<file path="src/rtl/core/owtr_pkg.sv">
// Shared types, constants and command table for the one-wire temperature reader.
`timescale 1ns / 1ps
`default_nettype none

package owtr_pkg;

   localparam int TIMER_BITS_DEF = 16;

   localparam int CSR_ADDR_W = 3;
   localparam int CSR_DATA_W = 16;
   localparam int REQ_DATA_W = 8;
   localparam int RSP_DATA_W = 40;

   typedef enum logic [CSR_ADDR_W-1:0] {
      CSR_RESET_LOW    = 3'd0,
      CSR_PRES_POLL    = 3'd1,
      CSR_PRES_RETRIES = 3'd2,
      CSR_WRITE_SLOT   = 3'd3,
      CSR_READ_SAMPLE  = 3'd4,
      CSR_READ_RECOVER = 3'd5,
      CSR_GAP          = 3'd6
   } csr_addr_type;

   localparam logic [15:0] RESET_LOW_DEF    = 16'd800;
   localparam logic [15:0] PRES_POLL_DEF    = 16'd1000;
   localparam logic [3:0]  PRES_RETRIES_DEF = 4'd5;
   localparam logic [15:0] WRITE_SLOT_DEF   = 16'd70;
   localparam logic [7:0]  READ_SAMPLE_DEF  = 8'd5;
   localparam logic [15:0] READ_RECOVER_DEF = 16'd50;
   localparam logic [15:0] GAP_DEF          = 16'd10;

   localparam logic [7:0] CMD_SKIP_ROM   = 8'hcc;
   localparam logic [7:0] CMD_CONVERT    = 8'h44;
   localparam logic [7:0] CMD_READ_SCRPD = 8'hbe;

   typedef struct packed {
      logic [15:0] reset_low_ticks;
      logic [15:0] presence_poll_ticks;
      logic [3:0]  presence_retries;
      logic [15:0] write_slot_ticks;
      logic [7:0]  read_sample_ticks;
      logic [15:0] read_recover_ticks;
      logic [15:0] gap_ticks;
   } cfg_type;

   typedef struct packed {
      logic        pull_low;
      logic        busy_res;
      logic        done_res;
      logic        failed;
      logic [15:0] raw_reading;
   } seq_res_type;

   function automatic logic [7:0] cmd_byte(input logic [1:0] idx);
      logic [7:0] b;
      case (idx)
         2'd0:    b = CMD_SKIP_ROM;
         2'd1:    b = CMD_CONVERT;
         2'd2:    b = CMD_SKIP_ROM;
         default: b = CMD_READ_SCRPD;
      endcase
      return b;
   endfunction

endpackage

`default_nettype wire

</file>
<file path="src/rtl/core/owtr_centi.sv">
// Converts a signed raw reading (1/16 degree) to hundredths of a degree, rounded.
`timescale 1ns / 1ps
`default_nettype none

module owtr_centi (
   input  wire logic signed [15:0] raw_reading,
   output logic signed [18:0]      centi_degrees
);
   logic        neg;
   logic [16:0] mag;
   logic [19:0] prod;
   logic [18:0] c_mag;

   // |raw| * 6.25 = (|raw| * 25 + 2) >> 2, half away from zero
   always_comb begin
      neg   = raw_reading[15];
      mag   = neg ? (17'h10000 - {1'b0, raw_reading}) : {1'b0, raw_reading};
      prod  = (20'(mag) << 4) + (20'(mag) << 3) + 20'(mag) + 20'd2;
      c_mag = {1'b0, prod[19:2]};
      centi_degrees = neg ? (~c_mag + 19'd1) : c_mag;
   end

endmodule

`default_nettype wire

</file>
<file path="src/rtl/core/owtr_seq.sv">
// One-wire bus sequencer: reset/presence, command writes, scratchpad reads, one tick per step.
`timescale 1ns / 1ps
`default_nettype none

module owtr_seq #(
   parameter int TIMER_BITS = owtr_pkg::TIMER_BITS_DEF
) (
   input  wire logic                 clock,
   input  wire logic                 reset,
   input  wire logic                 step_en,
   input  wire logic                 start_req,
   input  wire logic                 bus_level,
   input  wire owtr_pkg::cfg_type     cfg,
   output owtr_pkg::seq_res_type      res
);
   import owtr_pkg::*;

   localparam int CW = (TIMER_BITS > 16) ? TIMER_BITS : 16;
   localparam logic [TIMER_BITS-1:0] TMAX = {TIMER_BITS{1'b1}};

   typedef enum logic [11:0] {
      PH_IDLE        = 12'b0000_0000_0001,
      PH_RST_LOW     = 12'b0000_0000_0010,
      PH_PRES_SAMPLE = 12'b0000_0000_0100,
      PH_PRES_POLL   = 12'b0000_0000_1000,
      PH_GAP_PRES    = 12'b0000_0001_0000,
      PH_WR_START    = 12'b0000_0010_0000,
      PH_WR_HOLD     = 12'b0000_0100_0000,
      PH_WR_REC      = 12'b0000_1000_0000,
      PH_GAP_BYTE    = 12'b0001_0000_0000,
      PH_RD_START    = 12'b0010_0000_0000,
      PH_RD_SAMPLE   = 12'b0100_0000_0000,
      PH_RD_REC      = 12'b1000_0000_0000
   } phase_type;

   phase_type             phase_ff, phase_in;
   logic [TIMER_BITS-1:0] timer_ff, timer_in;
   logic [3:0]            retry_ff, retry_in;
   logic [2:0]            bit_ff, bit_in;
   logic [2:0]            cmd_ff, cmd_in;
   logic [7:0]            shift_ff, shift_in;
   logic [7:0]            first_ff, first_in;
   logic [15:0]           reading_ff, reading_in;

   logic [15:0]           lim;
   logic [TIMER_BITS-1:0] t_inc;
   logic                  elapsed;
   logic                  done, fail;

   // one shared timer; the limit follows the phase
   always_comb begin
      unique case (phase_ff)
         PH_RST_LOW:   lim = cfg.reset_low_ticks;
         PH_PRES_POLL: lim = cfg.presence_poll_ticks;
         PH_GAP_PRES,
         PH_GAP_BYTE:  lim = cfg.gap_ticks;
         PH_WR_HOLD:   lim = cfg.write_slot_ticks;
         PH_RD_SAMPLE: lim = {8'd0, cfg.read_sample_ticks};
         PH_RD_REC:    lim = cfg.read_recover_ticks;
         default:      lim = 16'd1;
      endcase
      t_inc   = (timer_ff != TMAX) ? timer_ff + TIMER_BITS'(1) : timer_ff;
      elapsed = (CW'(t_inc) >= CW'(lim)) || (t_inc == TMAX);
   end

   always_comb begin
      phase_in   = phase_ff;
      timer_in   = timer_ff;
      retry_in   = retry_ff;
      bit_in     = bit_ff;
      cmd_in     = cmd_ff;
      shift_in   = shift_ff;
      first_in   = first_ff;
      reading_in = reading_ff;
      done       = 1'b0;
      fail       = 1'b0;

      unique case (phase_ff)
         PH_RST_LOW: begin
            timer_in = elapsed ? '0 : t_inc;
            if (elapsed) begin
               retry_in = 4'd0;
               phase_in = PH_PRES_SAMPLE;
            end
         end
         PH_PRES_SAMPLE: begin
            timer_in = '0;
            phase_in = bus_level ? PH_PRES_POLL : PH_GAP_PRES;
         end
         PH_PRES_POLL: begin
            timer_in = elapsed ? '0 : t_inc;
            if (elapsed) begin
               if (retry_ff >= cfg.presence_retries) begin
                  done     = 1'b1;
                  fail     = 1'b1;
                  phase_in = PH_IDLE;
               end else begin
                  retry_in = retry_ff + 4'd1;
                  phase_in = PH_PRES_SAMPLE;
               end
            end
         end
         PH_GAP_PRES: begin
            timer_in = elapsed ? '0 : t_inc;
            if (elapsed) begin
               shift_in = cmd_byte(cmd_ff[1:0]);
               bit_in   = 3'd0;
               phase_in = PH_WR_START;
            end
         end
         PH_WR_START: begin
            timer_in = '0;
            phase_in = PH_WR_HOLD;
         end
         PH_WR_HOLD: begin
            timer_in = elapsed ? '0 : t_inc;
            if (elapsed) begin
               phase_in = PH_WR_REC;
            end
         end
         PH_WR_REC: begin
            timer_in = '0;
            shift_in = {1'b0, shift_ff[7:1]};
            if (bit_ff == 3'd7) begin
               bit_in   = 3'd0;
               phase_in = PH_GAP_BYTE;
            end else begin
               bit_in   = bit_ff + 3'd1;
               phase_in = PH_WR_START;
            end
         end
         PH_GAP_BYTE: begin
            timer_in = elapsed ? '0 : t_inc;
            if (elapsed) begin
               if (cmd_ff == 3'd1) begin
                  cmd_in   = 3'd2;
                  phase_in = PH_RST_LOW;
               end else if (cmd_ff >= 3'd3) begin
                  cmd_in   = 3'd4;
                  shift_in = 8'd0;
                  bit_in   = 3'd0;
                  phase_in = PH_RD_START;
               end else begin
                  cmd_in   = cmd_ff + 3'd1;
                  shift_in = cmd_byte(cmd_in[1:0]);
                  bit_in   = 3'd0;
                  phase_in = PH_WR_START;
               end
            end
         end
         PH_RD_START: begin
            timer_in = '0;
            phase_in = PH_RD_SAMPLE;
         end
         PH_RD_SAMPLE: begin
            timer_in = elapsed ? '0 : t_inc;
            if (elapsed) begin
               shift_in = {bus_level, shift_ff[7:1]};
               phase_in = PH_RD_REC;
            end
         end
         PH_RD_REC: begin
            timer_in = elapsed ? '0 : t_inc;
            if (elapsed) begin
               if (bit_ff != 3'd7) begin
                  bit_in   = bit_ff + 3'd1;
                  phase_in = PH_RD_START;
               end else if (cmd_ff == 3'd4) begin
                  first_in = shift_ff;
                  cmd_in   = 3'd5;
                  shift_in = 8'd0;
                  bit_in   = 3'd0;
                  phase_in = PH_RD_START;
               end else begin
                  reading_in = {shift_ff, first_ff};
                  bit_in     = 3'd0;
                  cmd_in     = 3'd0;
                  done       = 1'b1;
                  phase_in   = PH_IDLE;
               end
            end
         end
         default: begin
            // idle, and any stray code
            phase_in = PH_IDLE;
            if (start_req) begin
               cmd_in   = 3'd0;
               retry_in = 4'd0;
               bit_in   = 3'd0;
               timer_in = '0;
               phase_in = PH_RST_LOW;
            end
         end
      endcase
   end

   always_comb begin
      unique case (phase_in)
         PH_RST_LOW,
         PH_WR_START,
         PH_RD_START: res.pull_low = 1'b1;
         PH_WR_HOLD:  res.pull_low = ~shift_in[0];
         default:     res.pull_low = 1'b0;
      endcase
      res.busy_res    = (phase_in != PH_IDLE);
      res.done_res    = done;
      res.failed      = fail;
      res.raw_reading = reading_in;
   end

   always_ff @(posedge clock) begin
      if (reset) begin
         phase_ff   <= PH_IDLE;
         timer_ff   <= '0;
         retry_ff   <= 4'd0;
         bit_ff     <= 3'd0;
         cmd_ff     <= 3'd0;
         shift_ff   <= 8'd0;
         first_ff   <= 8'd0;
         reading_ff <= 16'd0;
      end else if (step_en) begin
         phase_ff   <= phase_in;
         timer_ff   <= timer_in;
         retry_ff   <= retry_in;
         bit_ff     <= bit_in;
         cmd_ff     <= cmd_in;
         shift_ff   <= shift_in;
         first_ff   <= first_in;
         reading_ff <= reading_in;
      end
   end

endmodule

`default_nettype wire

</file>
<file path="src/rtl/core/one_wire_temperature_reader.sv">
// Top level of the one-wire temperature reader: config registers, sequencer, result register.
//
// Usage: each req transaction is one microsecond tick of the one-wire bus and
// carries start_req and the sampled bus level; each tick yields exactly one rsp
// transaction with the drive for the line (pull_low), busy, a one-tick done,
// the failure flag (no presence pulse) and the last good reading, raw and in
// hundredths of a degree. A start is taken only while idle.
// The rsp is registered and appears in the cycle after its req is accepted; one tick
// is accepted per cycle unless the receiver stalls, since the whole step of the
// sequencer sits between its state and the rsp register. req_tready is high while
// the rsp register is empty or being emptied, so a stalled receiver holds the
// current result and stops tick intake. Timing registers must be written through
// csr_* only while no tick is in flight; the block does not enforce this. A write
// to an index past the list is ignored. Synchronous reset puts the sequencer in
// idle, clears the stored reading and loads default timings (800/1000/5/70/5/50/10 ticks).
`timescale 1ns / 1ps
`default_nettype none

module one_wire_temperature_reader #(
   parameter int TIMER_BITS = owtr_pkg::TIMER_BITS_DEF
) (
   input  wire logic                            clock,
   input  wire logic                            reset,
   input  wire logic                            req_tvalid,
   output logic                                 req_tready,
   // [0] start_req, [1] bus_level, [7:2] zero
   input  wire logic [owtr_pkg::REQ_DATA_W-1:0] req_tdata,
   output logic                                 rsp_tvalid,
   input  wire logic                            rsp_tready,
   // [0] pull_low, [1] busy_res, [2] done_res, [3] failed,
   // [19:4] raw_reading, [38:20] centi_degrees, [39] zero
   output logic [owtr_pkg::RSP_DATA_W-1:0]      rsp_tdata,
   input  wire logic                            csr_wen,
   input  wire logic [owtr_pkg::CSR_ADDR_W-1:0] csr_addr,
   input  wire logic [owtr_pkg::CSR_DATA_W-1:0] csr_wdata
);
   import owtr_pkg::*;

   cfg_type                 cfg_ff;
   seq_res_type             res;
   logic signed [18:0]      centi;
   logic                    req_fire;
   logic                    rsp_valid_ff;
   logic [RSP_DATA_W-1:0]   rsp_data_ff;

   always_ff @(posedge clock) begin
      if (reset) begin
         cfg_ff.reset_low_ticks     <= RESET_LOW_DEF;
         cfg_ff.presence_poll_ticks <= PRES_POLL_DEF;
         cfg_ff.presence_retries    <= PRES_RETRIES_DEF;
         cfg_ff.write_slot_ticks    <= WRITE_SLOT_DEF;
         cfg_ff.read_sample_ticks   <= READ_SAMPLE_DEF;
         cfg_ff.read_recover_ticks  <= READ_RECOVER_DEF;
         cfg_ff.gap_ticks           <= GAP_DEF;
      end else if (csr_wen) begin
         unique case (csr_addr)
            CSR_RESET_LOW:    cfg_ff.reset_low_ticks     <= csr_wdata;
            CSR_PRES_POLL:    cfg_ff.presence_poll_ticks <= csr_wdata;
            CSR_PRES_RETRIES: cfg_ff.presence_retries    <= csr_wdata[3:0];
            CSR_WRITE_SLOT:   cfg_ff.write_slot_ticks    <= csr_wdata;
            CSR_READ_SAMPLE:  cfg_ff.read_sample_ticks   <= csr_wdata[7:0];
            CSR_READ_RECOVER: cfg_ff.read_recover_ticks  <= csr_wdata;
            CSR_GAP:          cfg_ff.gap_ticks           <= csr_wdata;
            default: ;
         endcase
      end
   end

   assign req_tready = ~rsp_valid_ff | rsp_tready;
   assign req_fire   = req_tvalid & req_tready;

   owtr_seq #(
      .TIMER_BITS(TIMER_BITS)
   ) u_seq (
      .clock     (clock),
      .reset     (reset),
      .step_en   (req_fire),
      .start_req (req_tdata[0]),
      .bus_level (req_tdata[1]),
      .cfg       (cfg_ff),
      .res       (res)
   );

   owtr_centi u_centi (
      .raw_reading   (res.raw_reading),
      .centi_degrees (centi)
   );

   always_ff @(posedge clock) begin
      if (reset) begin
         rsp_valid_ff <= 1'b0;
      end else if (req_fire) begin
         rsp_valid_ff <= 1'b1;
      end else if (rsp_tready) begin
         rsp_valid_ff <= 1'b0;
      end
   end

   always_ff @(posedge clock) begin
      if (req_fire) begin
         rsp_data_ff <= {1'b0, centi, res.raw_reading, res.failed, res.done_res,
                         res.busy_res, res.pull_low};
      end
   end

   assign rsp_tvalid = rsp_valid_ff;
   assign rsp_tdata  = rsp_data_ff;

   a_fail_needs_done: assert property (@(posedge clock) disable iff (reset)
      rsp_tvalid && rsp_tdata[3] |-> rsp_tdata[2])
      else $error("failed without done");

   a_done_not_busy: assert property (@(posedge clock) disable iff (reset)
      rsp_tvalid && rsp_tdata[2] |-> !rsp_tdata[1])
      else $error("done while still busy");

   a_centi_sign: assert property (@(posedge clock) disable iff (reset)
      rsp_tvalid |-> (rsp_tdata[38] == rsp_tdata[19]))
      else $error("centi_degrees sign differs from raw_reading");

endmodule

`default_nettype wire

</file>
<file path="config.mk">
export PLATFORM = sky130hd
export DESIGN_NAME = one_wire_temperature_reader
export DESIGN_NICKNAME = d
export VERILOG_FILES = /design/src/rtl/core/owtr_pkg.sv /design/src/rtl/core/owtr_centi.sv /design/src/rtl/core/owtr_seq.sv /design/src/rtl/core/one_wire_temperature_reader.sv
export SDC_FILE = /design/constraint.sdc
export NUM_CORES = 1
export LEC_CHECK = 0
export CORE_MARGIN = 4
export CORE_UTILIZATION = 58
export DETAILED_ROUTE_END_ITERATION = 16
export DONT_BUFFER_PORTS = 1
export GPL_ROUTABILITY_DRIVEN = 0
export PLACE_DENSITY = 0.74
export SETUP_SLACK_MARGIN = 0.02
export SKIP_LAST_GASP = 1
export SLEW_MARGIN = 20
export SYNTH_ARGS = -nofsm -noshare
export SYNTH_HDL_FRONTEND = slang
export SYNTH_SLANG_ARGS = --single-unit
export TNS_END_PERCENT = 30
</file>
<file path="constraint.sdc">
create_clock -name clock -period 17 [get_ports clock]
set_clock_uncertainty 0.1 [all_clocks]
set_input_delay 0.85 -clock clock [delete_from_list [all_inputs] [get_ports clock]]
set_output_delay 0.85 -clock clock [all_outputs]
set_load 0.01 [all_outputs]
</file>
Word-level counts from Yosys, hierarchy flattened
Cells that the tools add are included.
{ "op_classes": {"add_sub_neg": 9, "n_bitwise": 9, "magnitude_cmp": 3, "n_reduce_logical": 32, "eq_ne": 42, "muxes": 67} }
{ "ops": {"columns": ["cell", "n"], "rows": [
  ["$pmux 12 s11", 1],
  ["$mux 16", 7],
  ["$mux 12", 9],
  ["$pmux 16 s6", 1],
  ["$mux 8", 8],
  ["$mux 3", 14],
  ["$pmux 8 s5", 1],
  ["$pmux 16 s2", 1],
  ["$pmux 8 s2", 2],
  ["$eq 12x10->1 const B", 2],
  ["$eq 12x2->1 const B", 2],
  ["$eq 12x6->1 const B", 2],
  ["$eq 12x7->1 const B", 2],
  ["$add 20x17->20", 1],
  ["$add 20x2->20 const B", 1],
  ["$add 20x20->20", 1],
  ["$mux 10", 2],
  ["$add 19x1->19 const B", 1],
  ["$not 18->19", 1],
  ["$mux 18", 1],
  ["$reduce_or 9->1", 2],
  ["$mux 17", 1],
  ["$sub 17x16->17 const A", 1],
  ["$add 16x1->16 const B", 1],
  ["other kinds (50)", 97]
]} }
{ "totals": {"output_inout_bits": 42, "elab_cells": 182, "regBits": 202} }

Depth between registers and ports, before layout
Gate-level depths: netlist of run 1.
{ "logic_depth": {"ltp_word": 15, "ltp_mapped": 39, "ltp_nobuf": 35} }

Cells and area by module
A second synthesis of run 1 with hierarchy kept.
{ "unflattened": {"hier_cells": 1278, "area_unflattened_um2": 12154.2} }
{ "by_module_without_submodules": {"columns": ["module", "area_per_inst_um2", "cells_per_inst", "instances"], "rows": [
  ["owtr_seq", 5251.3, 631, 1],
  ["one_wire_temperature_reader", 4906.0, 385, 1],
  ["owtr_centi", 1996.9, 262, 1]
]} }

Least setup slack after synthesis of run 1
OpenSTA, ideal clock, no wires.
{ "synth_timing": {"kind": "flip-flop to flip-flop", "from": "register u_seq.phase_ff[0]", "to": "register rsp_data_ff[38] (netlist: rsp_tdata[38]) (data pin)", "slack_ns": 8.251, "stages_incl_launch_ff": 37, "setup_ns": 0.265, "arrival_time_ns": 8.384, "cell_sequence": "dfxtp_1 > or4_4 > nor4_1 > and4b_1 > clkbuf_1 > clkbuf_1 > a222oi_1 > nand4_1 > ha_1 > nand2b_1 > a21o_1 > a211oi_1 > o21ai_0 > a31oi_1 > o32a_1 > buf_6 > buf_2 > mux2i_1 > ha_1 > inv_1 > nor4_1 > a211oi_1 > xnor2_2 > inv_1 > fa_1 > inv_1 > ha_1 > and3_1 > nand3_1 > a2bb2oi_1 > a211oi_1 > a41oi_1 > nor2b_1 > xnor2_1 > or4_1 > a2111oi_1 > nor2_1"} }
{ "synth_via": {"elab_chain_len": 14, "elab_cells_between_ends": 20} }
{ "synth_lines": {"columns": ["element", "line", "rtl"], "rows": [
  ["from (decl)", "owtr_seq.sv:36", "phase_type phase_ff, phase_in;"],
  ["from (signal assigned)", "owtr_seq.sv:222", "phase_ff <= phase_in;"],
  ["$eq 12x5->1 or $eq 12x9->1 (tied branches)", "owtr_seq.sv:52", "unique case (phase_ff)"],
  ["$reduce_or 2->1", "owtr_seq.sv:52", null],
  ["$pmux 16 s6", "owtr_seq.sv:52", null],
  ["$ge 16x16->1", "owtr_seq.sv:63", "elapsed = (CW'(t_inc) >= CW'(lim)) || (t_inc == TMAX);"],
  ["$logic_or 1x1->1", "owtr_seq.sv:63", null],
  ["$mux 16", "owtr_seq.sv:164", "if (elapsed) begin"],
  ["$mux 16 (*)", "owtr_seq.sv:78", "unique case (phase_ff)"],
  ["$sub 17x16->17", "owtr_centi.sv:17", "mag = neg ? (17'h10000 - {1'b0, raw_reading}) : {1'b0, raw_reading};"],
  ["$mux 17", "owtr_centi.sv:17", null],
  ["$add 20x20->20", "owtr_centi.sv:18", "prod = (20'(mag) << 4) + (20'(mag) << 3) + 20'(mag) + 20'd2;"],
  ["$add 20x17->20", "owtr_centi.sv:18", null],
  ["$add 20x2->20", "owtr_centi.sv:18", null],
  ["$not 18->19", "owtr_centi.sv:20", "centi_degrees = neg ? (~c_mag + 19'd1) : c_mag;"],
  ["$add 19x1->19", "owtr_centi.sv:20", null],
  ["to (signal assigned)", "one_wire_temperature_reader.sv:101", "rsp_data_ff <= {1'b0, centi, res.raw_reading, res.failed, res.done_res,"],
  ["to (decl)", "one_wire_temperature_reader.sv:44", "logic [RSP_DATA_W-1:0] rsp_data_ff;"]
]} }
Every way passes the cells marked *; elsewhere a longest branch is shown, timed or not.
A chain may end at the register's enable or synchronous reset.

Worst setup path after layout of run 1
Ends and elaborated chain as after synthesis.

==> results of run 1 <==
[sequential cells by signal, indices dropped and copies added (netlist names)]
signal,flops
cfg_ff,92
rsp_tdata,39
rsp_tvalid,1
u_seq.bit_ff,3
u_seq.cmd_ff,3
u_seq.first_ff,8
u_seq.phase_ff,12
u_seq.reading_ff,16
u_seq.retry_ff,4
u_seq.shift_ff,8
u_seq.timer_ff,16
[metrics by stage]
step | cells | setup slack, ns | hold slack (ns) | area [sq um] | total power [uW]
after floorplan | 1407 | 8.25 | 0.336 | 11700 | 610
after CTS | 1651 | 6.43 | 0.318 | 12500 | 1120
after global routing | 1651 | 5.55 | 0.319 | 12500 | 1160
final | 1651 | 6.28 | 0.345 | 12500 | 1110
after detailed placement | 1610 | 6.51 | 0.344 | 11800 | 626
after global placement | 1610 | 6.63 | 0.338 | 11800 | 623
[path summary, 6_finish.rpt]
check | start | cells past startpoint | endpoint
setup / recovery | u_seq.phase_ff[0] | 35 | rsp_tdata[38]
hold / removal | csr_wdata[0] | 1 | cfg_ff[56]
setup reg to reg | u_seq.phase_ff[0] | 35 | rsp_tdata[38]
hold reg to reg | cfg_ff[72] | 2 | cfg_ff[72]
[synthesized netlist by cell type (4+ instances only)]
| master | count | area (sq um) |
|---|---|---|
| nand4b_1 | 4 | 35.0 |
| nand2_1 | 275 | 1030 |
| buf_2 | 9 | 45.0 |
| or4_1 | 6 | 45.0 |
| a31oi_1 | 8 | 50.1 |
| nor2_1 | 101 | 379 |
| or3_1 | 9 | 56.3 |
| nor4_1 | 16 | 100 |
| nor2b_1 | 11 | 68.8 |
| or2_2 | 14 | 87.6 |
| a211oi_1 | 20 | 150 |
| a22oi_1 | 20 | 150 |
| a221o_1 | 9 | 90.1 |
| o21a_1 | 9 | 67.6 |
| a222oi_1 | 8 | 80.1 |
| xor2_1 | 22 | 193 |
| mux2i_1 | 23 | 230 |
| a211o_1 | 4 | 35.0 |
| inv_1 | 44 | 165 |
| nand3b_1 | 21 | 158 |
| a22o_1 | 8 | 70.1 |
| ha_1 | 62 | 776 |
| o211ai_1 | 6 | 45.0 |
| o21ai_0 | 30 | 150 |
| clkbuf_1 | 55 | 206 |
| mux2_2 | 8 | 90.1 |
| nor3_1 | 34 | 170 |
| nand2b_1 | 14 | 87.6 |
| and2_1 | 10 | 62.6 |
| dfxtp_1 | 163 | 3260 |
| edfxtp_1 | 39 | 1170 |
| xnor2_2 | 7 | 114 |
| nand4_1 | 11 | 68.8 |
| xnor2_1 | 31 | 272 |
| fa_1 | 4 | 80.1 |
| nand3_1 | 23 | 115 |
| and3_1 | 13 | 81.3 |
| a21oi_1 | 168 | 841 |
| a21o_1 | 22 | 165 |
[cell type report]
cell class | count | area, sq um | area share, %
clock inverters | 7 | 105 | 0.839
well taps | 265 | 332 | 2.65
inverters | 44 | 165 | 1.32
clock buffers | 34 | 649 | 5.18
flip-flops and latches | 202 | 4430 | 35.4
multi-input cells | 1088 | 6760 | 54.0
repair buffers | 11 | 82.6 | 0.659
[power by group through the flow]
stage / clock network [uW] / logic (uW) / registers (uW)
2_1_floorplan: 0 / 81.6 / 528
3_3_place_gp: 0 / 92.8 / 531
3_5_place_dp: 0 / 94.8 / 531
4_1_cts: 505 / 95.9 / 521
5_1_grt: 525 / 108 / 522
6_report: 496 / 96.5 / 520
[worst reg2reg max path, delay by kind of cell (launching register included)]
family / cells / cell delay [ns]
and+or+nand+nor: 14 / 4.41
AOI/OAI and AO/OA: 10 / 2.46
adders and majority gates: 4 / 1.53
buffers and inverters: 4 / 0.62
xor gates and xnor gates: 2 / 0.49
muxes: 1 / 0.47
DFF: 1 / 0.35
[logic make-up after synthesis]
family | count (synthesis) | synth area share, %
AND/OR/NAND/NOR | 580 | 23.3
XOR/XNOR | 62 | 5.23
AO/OA/AOI/OAI | 344 | 18.7
adder cells (fa/ha/maj) | 66 | 7.33
multiplexers | 34 | 3.25
other | 1 | 0.0321
flip-flops | 202 | 38.0
buffers and inverters | 117 | 4.16
[layer usage]
metal	global-route usage, %	part of all wire (%)
met2	41.1	46
met4	6.68	2.2
met1	36.0	45
met5	0	0
met3	4.09	7.0
[cells in the final DEF, fill, tap and decap left out, types with 13 or more instances in the layout]
| master | instances |
|---|---|
| edfxtp_1 | 39 |
| mux2i_1 | 23 |
| o21ai_0 | 30 |
| ha_1 | 62 |
| nand3_1 | 23 |
| and3_1 | 13 |
| nor2_1 | 101 |
| a211oi_1 | 20 |
| or2_2 | 14 |
| nand2_1 | 275 |
| dfxtp_1 | 163 |
| a21o_1 | 22 |
| nand2b_1 | 14 |
| a21oi_1 | 168 |
| xor2_1 | 22 |
| nand3b_1 | 21 |
| nor4_1 | 16 |
| xnor2_1 | 31 |
| a22oi_1 | 20 |
| clkbuf_16 | 23 |
| nor3_1 | 33 |
| inv_1 | 43 |
==> run_results.csv, run 1 <==
group,metric,value,unit
layout,fillers,1747,
critical_path,rrSetupSlack,6.28,ns
clock_network,cts_tree,"built",
grt,grt_pass1_vias,9483,
clock_network,ctsHoldBuffers,0,
detailed_routing,drc,0,
layout,postLayoutCoreUtil,63.8,%
critical_path,worstSetupStartpointType,"register",
floorplan,core_area,0.0197,sq mm
flow_run,drv_cap,0,
clock_network,clock_path_buffers,3,
pwr,intPower,841,uW
pwr,p_leak,0.00509,uW
layout,syn2layout_area_growth,7.40,%
synth,synth_flop_cell,"dfxtp_1",
synth,synthCells,1406,
timing,hold_viol,0,
synth,synthesis.area,0.0117,sq mm
pwr,p_per_area,88.8,mW/mm^2
synth,seq_area_frac_synth,38.0,%
synth,async_reset_ff_share,0,%
grt,grtUsageTotal,25.6,%
synth,synth_enable_flop_cells,39,
timing,tightest_slew,0.941,ns
clock_network,ctsResizeCount,0,
clock_network,cts_setup_buffers,0,
synth,yosysWarnings,0,
run_status,outcome,"completed",
layout,n_antenna_cell,0,
critical_path,worst_ep_required_time,17.14,ns
synth,netlist-cell-type-count,83,
layout,fin_nets,1468,
clock_network,cts.sinks,202,
floorplan,start_util,59.4,%
clock_network,clock_latency,0.52,ns
pwr,power_switching,272,uW
grt,grt.overflow.total,0,
timing,rsz0062_at_grt,"no",
pwr,swShare,24.4,%
pwr,clkPwrFrac,44.6,%
pwr,p_comb_share,8.7,%
critical_path,slowest_stage,"nand2_1",
clock_network,cts_buffers,23,
critical_path,crit_arrival,10.86,ns
timing,drv_slew,0,
detailed_routing,dr_total_vias,10100,
synth,syn_area_per_cell,8.30,sq um
clock_network,path_clk_slew,0.06,ns
clock_network,clockRootBuffer,"clkbuf_16",
timing,fmax,0.0933,GHz
detailed_routing,ant_nets,0,
pwr,seq_power_share,46.8,%
synth,synth_seq_cells,202,
placement,dp_hpwl,19600,um
timing,fin_crit_sh,63.0,%
layout,drive_gt1_share,6.71,%
critical_path,end_kind,"register",
critical_path,path_class,"register to register",
critical_path,cp_top_family,"simple AND/OR/NAND/NOR gates",
floorplan,die_w,150,um
critical_path,critPathBufInv,4,
grt,grt_max_degree,163,
grt,grt_pass1_wl,47600,um
min_path,hold_class,"input pin to register",
timing,fin_crit,10.72,ns
critical_path,cpPeakStageDelay,0.71,ns
timing,setup_tns,0,ns
critical_path,crit_fanout,27,
floorplan,pin_count,74,
detailed_routing,routed_wirelength,28900,um
clock_network,htreeDepth,1,
detailed_routing,drtIter0Drc,904,
placement,portBuffers,0,
floorplan,row_count,51,
floorplan,die_h,150,um
floorplan,die_area,0.0225,sq mm
detailed_routing,detail_route.wl_per_cell,17.5,um
pwr,vdd_drop_max,0.0845,mV
detailed_routing,via_per_inst,6.10,
grt,antenna_found_initial,0,
detailed_routing,first_pass_iters,6,
timing,relSlewSlack,36.8,%
timing,setup_viol,0,
No activity file was read; power rests on OpenSTA's default activity.
==> run 2: changes to the inputs <==
Settings changed: ABC_AREA set to 1.
Clock period 17 ns to 10.12 ns, I/O delays scaled along.
==> run 2 against run 1 <==
Cell count increased by 15%. Count of clock-buffer cells in the layout down 5. Fmax increased by 23%. Critical endpoint is now rsp_tdata[37]. Flip-flop and latch count did not move. Total power rose by 100%. Worst hold slack got worse by 0.33 ns. Combinational power rose to 5.0 times the previous value. Critical path depth increased by 7. Critical path type unchanged.
==> run_results.csv, run 2 <==
group,metric,value,unit
grt,grtUsageTotal,24.7,%
critical_path,reg2reg_depth,42,
detailed_routing,detail_route.wl_per_cell,14.7,um
detailed_routing,routed_wirelength,27900,um
critical_path,worstSetupStartpointType,"register",
synth,synth_flop_cell,"dfxtp_1",
synth,synth_compound_area_share,16.2,%
placement,portBuffers,0,
grt,antenna_found_initial,0,
pwr,p_total,2260,uW
clock_network,ctsResizeCount,0,
critical_path,crit_fanout,28,
clock_network,htreeDepth,1,
min_path,hold_depth,2,
grt,use_met1,35.0,%
timing,setup_slack,1.42,ns
pwr,vdd_drop_max,0.120,mV
layout,fillers,1739,
clock_network,cts_setup_buffers,0,
synth,synth_xor_area_share,3.27,%
clock_network,clockRootBuffer,"clkbuf_16",
timing,hold_viol,0,
grt,met3_usage,3.61,%
clock_network,clock_latency,0.53,ns
pwr,intPower,1590,uW
layout,drive_gt1_share,6.67,%
timing,hold-worst-slack,0.0154,ns
clock_network,ctsHoldBuffers,10,
timing,setup_viol,0,
run_status,outcome,"completed",
grt,busiest_layer,"met2",
critical_path,rrSetupSlack,1.42,ns
layout,finalNonFillerCells,1899,
synth,synth_seq_cells,202,
synth,synth_mux_area_share,0,%
timing,rsz0062_at_grt,"no",
layout,n_antenna_cell,0,
layout,final_common_cell,"nand2_1",
synth,synthCells,1631,
synth,seq_area_frac_synth,37.6,%
floorplan,die_area,0.0227,sq mm
synth,synth_enable_flop_cells,39,
detailed_routing,drtIter0Drc,866,
flow_run,drv_cap,0,
critical_path,end_kind,"register",
layout,largest_reg_flops,92,
timing,fin_crit,8.70,ns
floorplan,core_area,0.0197,sq mm
synth,synth-simple-area-share,26.6,%
pwr,power_switching,679,uW
critical_path,critPathCapture,"rsp_tdata[37]",
clock_network,cts.sinks,202,
critical_path,crit_top_cell,"nand2_1",
synth,synth_top_family_by_area,"simple AND/OR/NAND/NOR gates",
critical_path,r2r_end,"rsp_tdata[37]",
synth,synth.most_common_cell,"nand2_1",
clock_network,cts_tree,"built",
pwr,p_comb_share,21.3,%
synth,synth_top_area_share,27.7,%
layout,most-common-layout-cells,"302 x nand2_1, 244 x nor2_1, 200 x inv_1",
synth,yosysTopAreaCell,"dfxtp_1",
critical_path,cpPeakStageDelay,0.69,ns
clock_network,cts_buffers,23,
critical_path,path_class,"register to register",
detailed_routing,drc,0,
detailed_routing,first_pass_iters,5,
grt,grt_pass1_vias,9617,
synth,async_reset_ff_share,0,%
detailed_routing,via_per_inst,5.56,
detailed_routing,dr_total_vias,10600,
clock_network,path_clk_slew,0.06,ns
grt,grt_pass1_wl,46400,um
layout,fin_nets,1715,
critical_path,startpoint,"u_seq.phase_ff[9]",
pwr,p_leak,0.00584,uW
detailed_routing,ant_nets,0,
timing,setup_tns,0,ns
grt,grtUsageMet2,40.4,%
clock_network,clock_path_buffers,3,
pwr,p_per_area,177,mW/mm^2
layout,syn2layout_area_growth,8.73,%
pwr,swShare,30.0,%
synth,yosysWarnings,0,
floorplan,die_w,151,um
pwr,seq_power_share,41.8,%
layout,regMostFlops,"cfg_ff",
critical_path,slowest_stage,"nand2_1",
timing,fin_crit_sh,85.9,%
timing,relSlewSlack,36.3,%
timing,drv_slew,0,
critical_path,r2r-start,"u_seq.phase_ff[9]",
floorplan,die_h,151,um
grt,grt.overflow.total,0,
synth,syn_area_per_cell,7.22,sq um
critical_path,crit_arrival,8.86,ns
floorplan,pin_count,74,
pwr,clkPwrFrac,37.0,%
placement,dp_hpwl,18700,um
timing,fmax,0.115,GHz
synth,synthesis.area,0.0118,sq mm
synth,netlist-cell-type-count,60,
synth,synth_common_cells,"302 x nand2_1, 245 x nor2_1, 201 x inv_1, 163 x dfxtp_1, 141 x o21ai_0",
synth,synthAdderAreaFrac,7.26,%
critical_path,worst_ep_required_time,10.29,ns
min_path,hold_class,"input pin to register",
synth,synth_area_leaders,"dfxtp_1 28%, edfxtp_1 9.9%, nand2_1 9.6%",
placement,post-place-cells,1847,
floorplan,start_util,59.8,%
floorplan,row_count,51,
grt,grt_max_degree,96,
timing,tightest_slew,0.954,ns
placement,pre_cts_ws,1.50,ns
run 2: power by group through the flow:
stage	clock network (uW)	logic [uW]	registers, uW
6_report	837	482	946
5_1_grt	884	551	954
4_1_cts	852	481	947
3_5_place_dp	0	470	965
3_3_place_gp	0	459	963
2_1_floorplan	0	393	957
run 2: cell families after synthesis:
family,Yosys count
buf+inv,271
fa+ha+maj,66
flops,202
other cells,1
simple gates,724
compound gates,326
xor+xnor,41
run 2: layout make-up:
cell class / instances / area, sq um / share of cell area, %
clock buffers: 29 / 639 / 4.99
clock inverters: 13 / 131 / 1.03
inverters: 211 / 795 / 6.20
multi-input cells: 1159 / 6290 / 49.1
flip-flops and latches: 202 / 4430 / 34.6
well taps: 265 / 332 / 2.59
repair buffers: 20 / 185 / 1.45
run 2: worst max-delay path, delay by kind of cell (launching register included):
family,cells,cell delay [ns]
flops,1,0.40
compound gates,10,1.88
fa+ha+maj,3,0.97
buf+inv,8,1.11
simple gates,18,3.32
xor+xnor,3,0.56
run 2: how the worst min path moves through the flow:
stage,startpoint,to,slack [ns]
final,csr_wdata[7],cfg_ff[67],0.02
after CTS,csr_wdata[8],cfg_ff[68],0.001
after floorplan,u_seq.first_ff[1],u_seq.first_ff[1],0.32
after detailed placement,u_seq.first_ff[1],u_seq.first_ff[1],0.34
after global routing,csr_wdata[6],cfg_ff[82],0.008
after global placement,u_seq.first_ff[7],u_seq.first_ff[7],0.33
run 2: metal layers:
layer  share of wire (%)  vias to the layer above
met5                   0                        -
met4                 1.6                        0
met3                 6.3                       35
met2                  45                      319
met1                  47                     4840
li1                    -                     5368
run 2: per-stage QoR:
| step | utilization [%] | area (sq um) |
|---|---|---|
| global placement | 60.5 | 11900 |
| finish | 65.0 | 12800 |
| CTS | 65.0 | 12800 |
| detailed placement | 60.5 | 11900 |
| global route | 65.0 | 12800 |
| floorplan | - | 11800 |
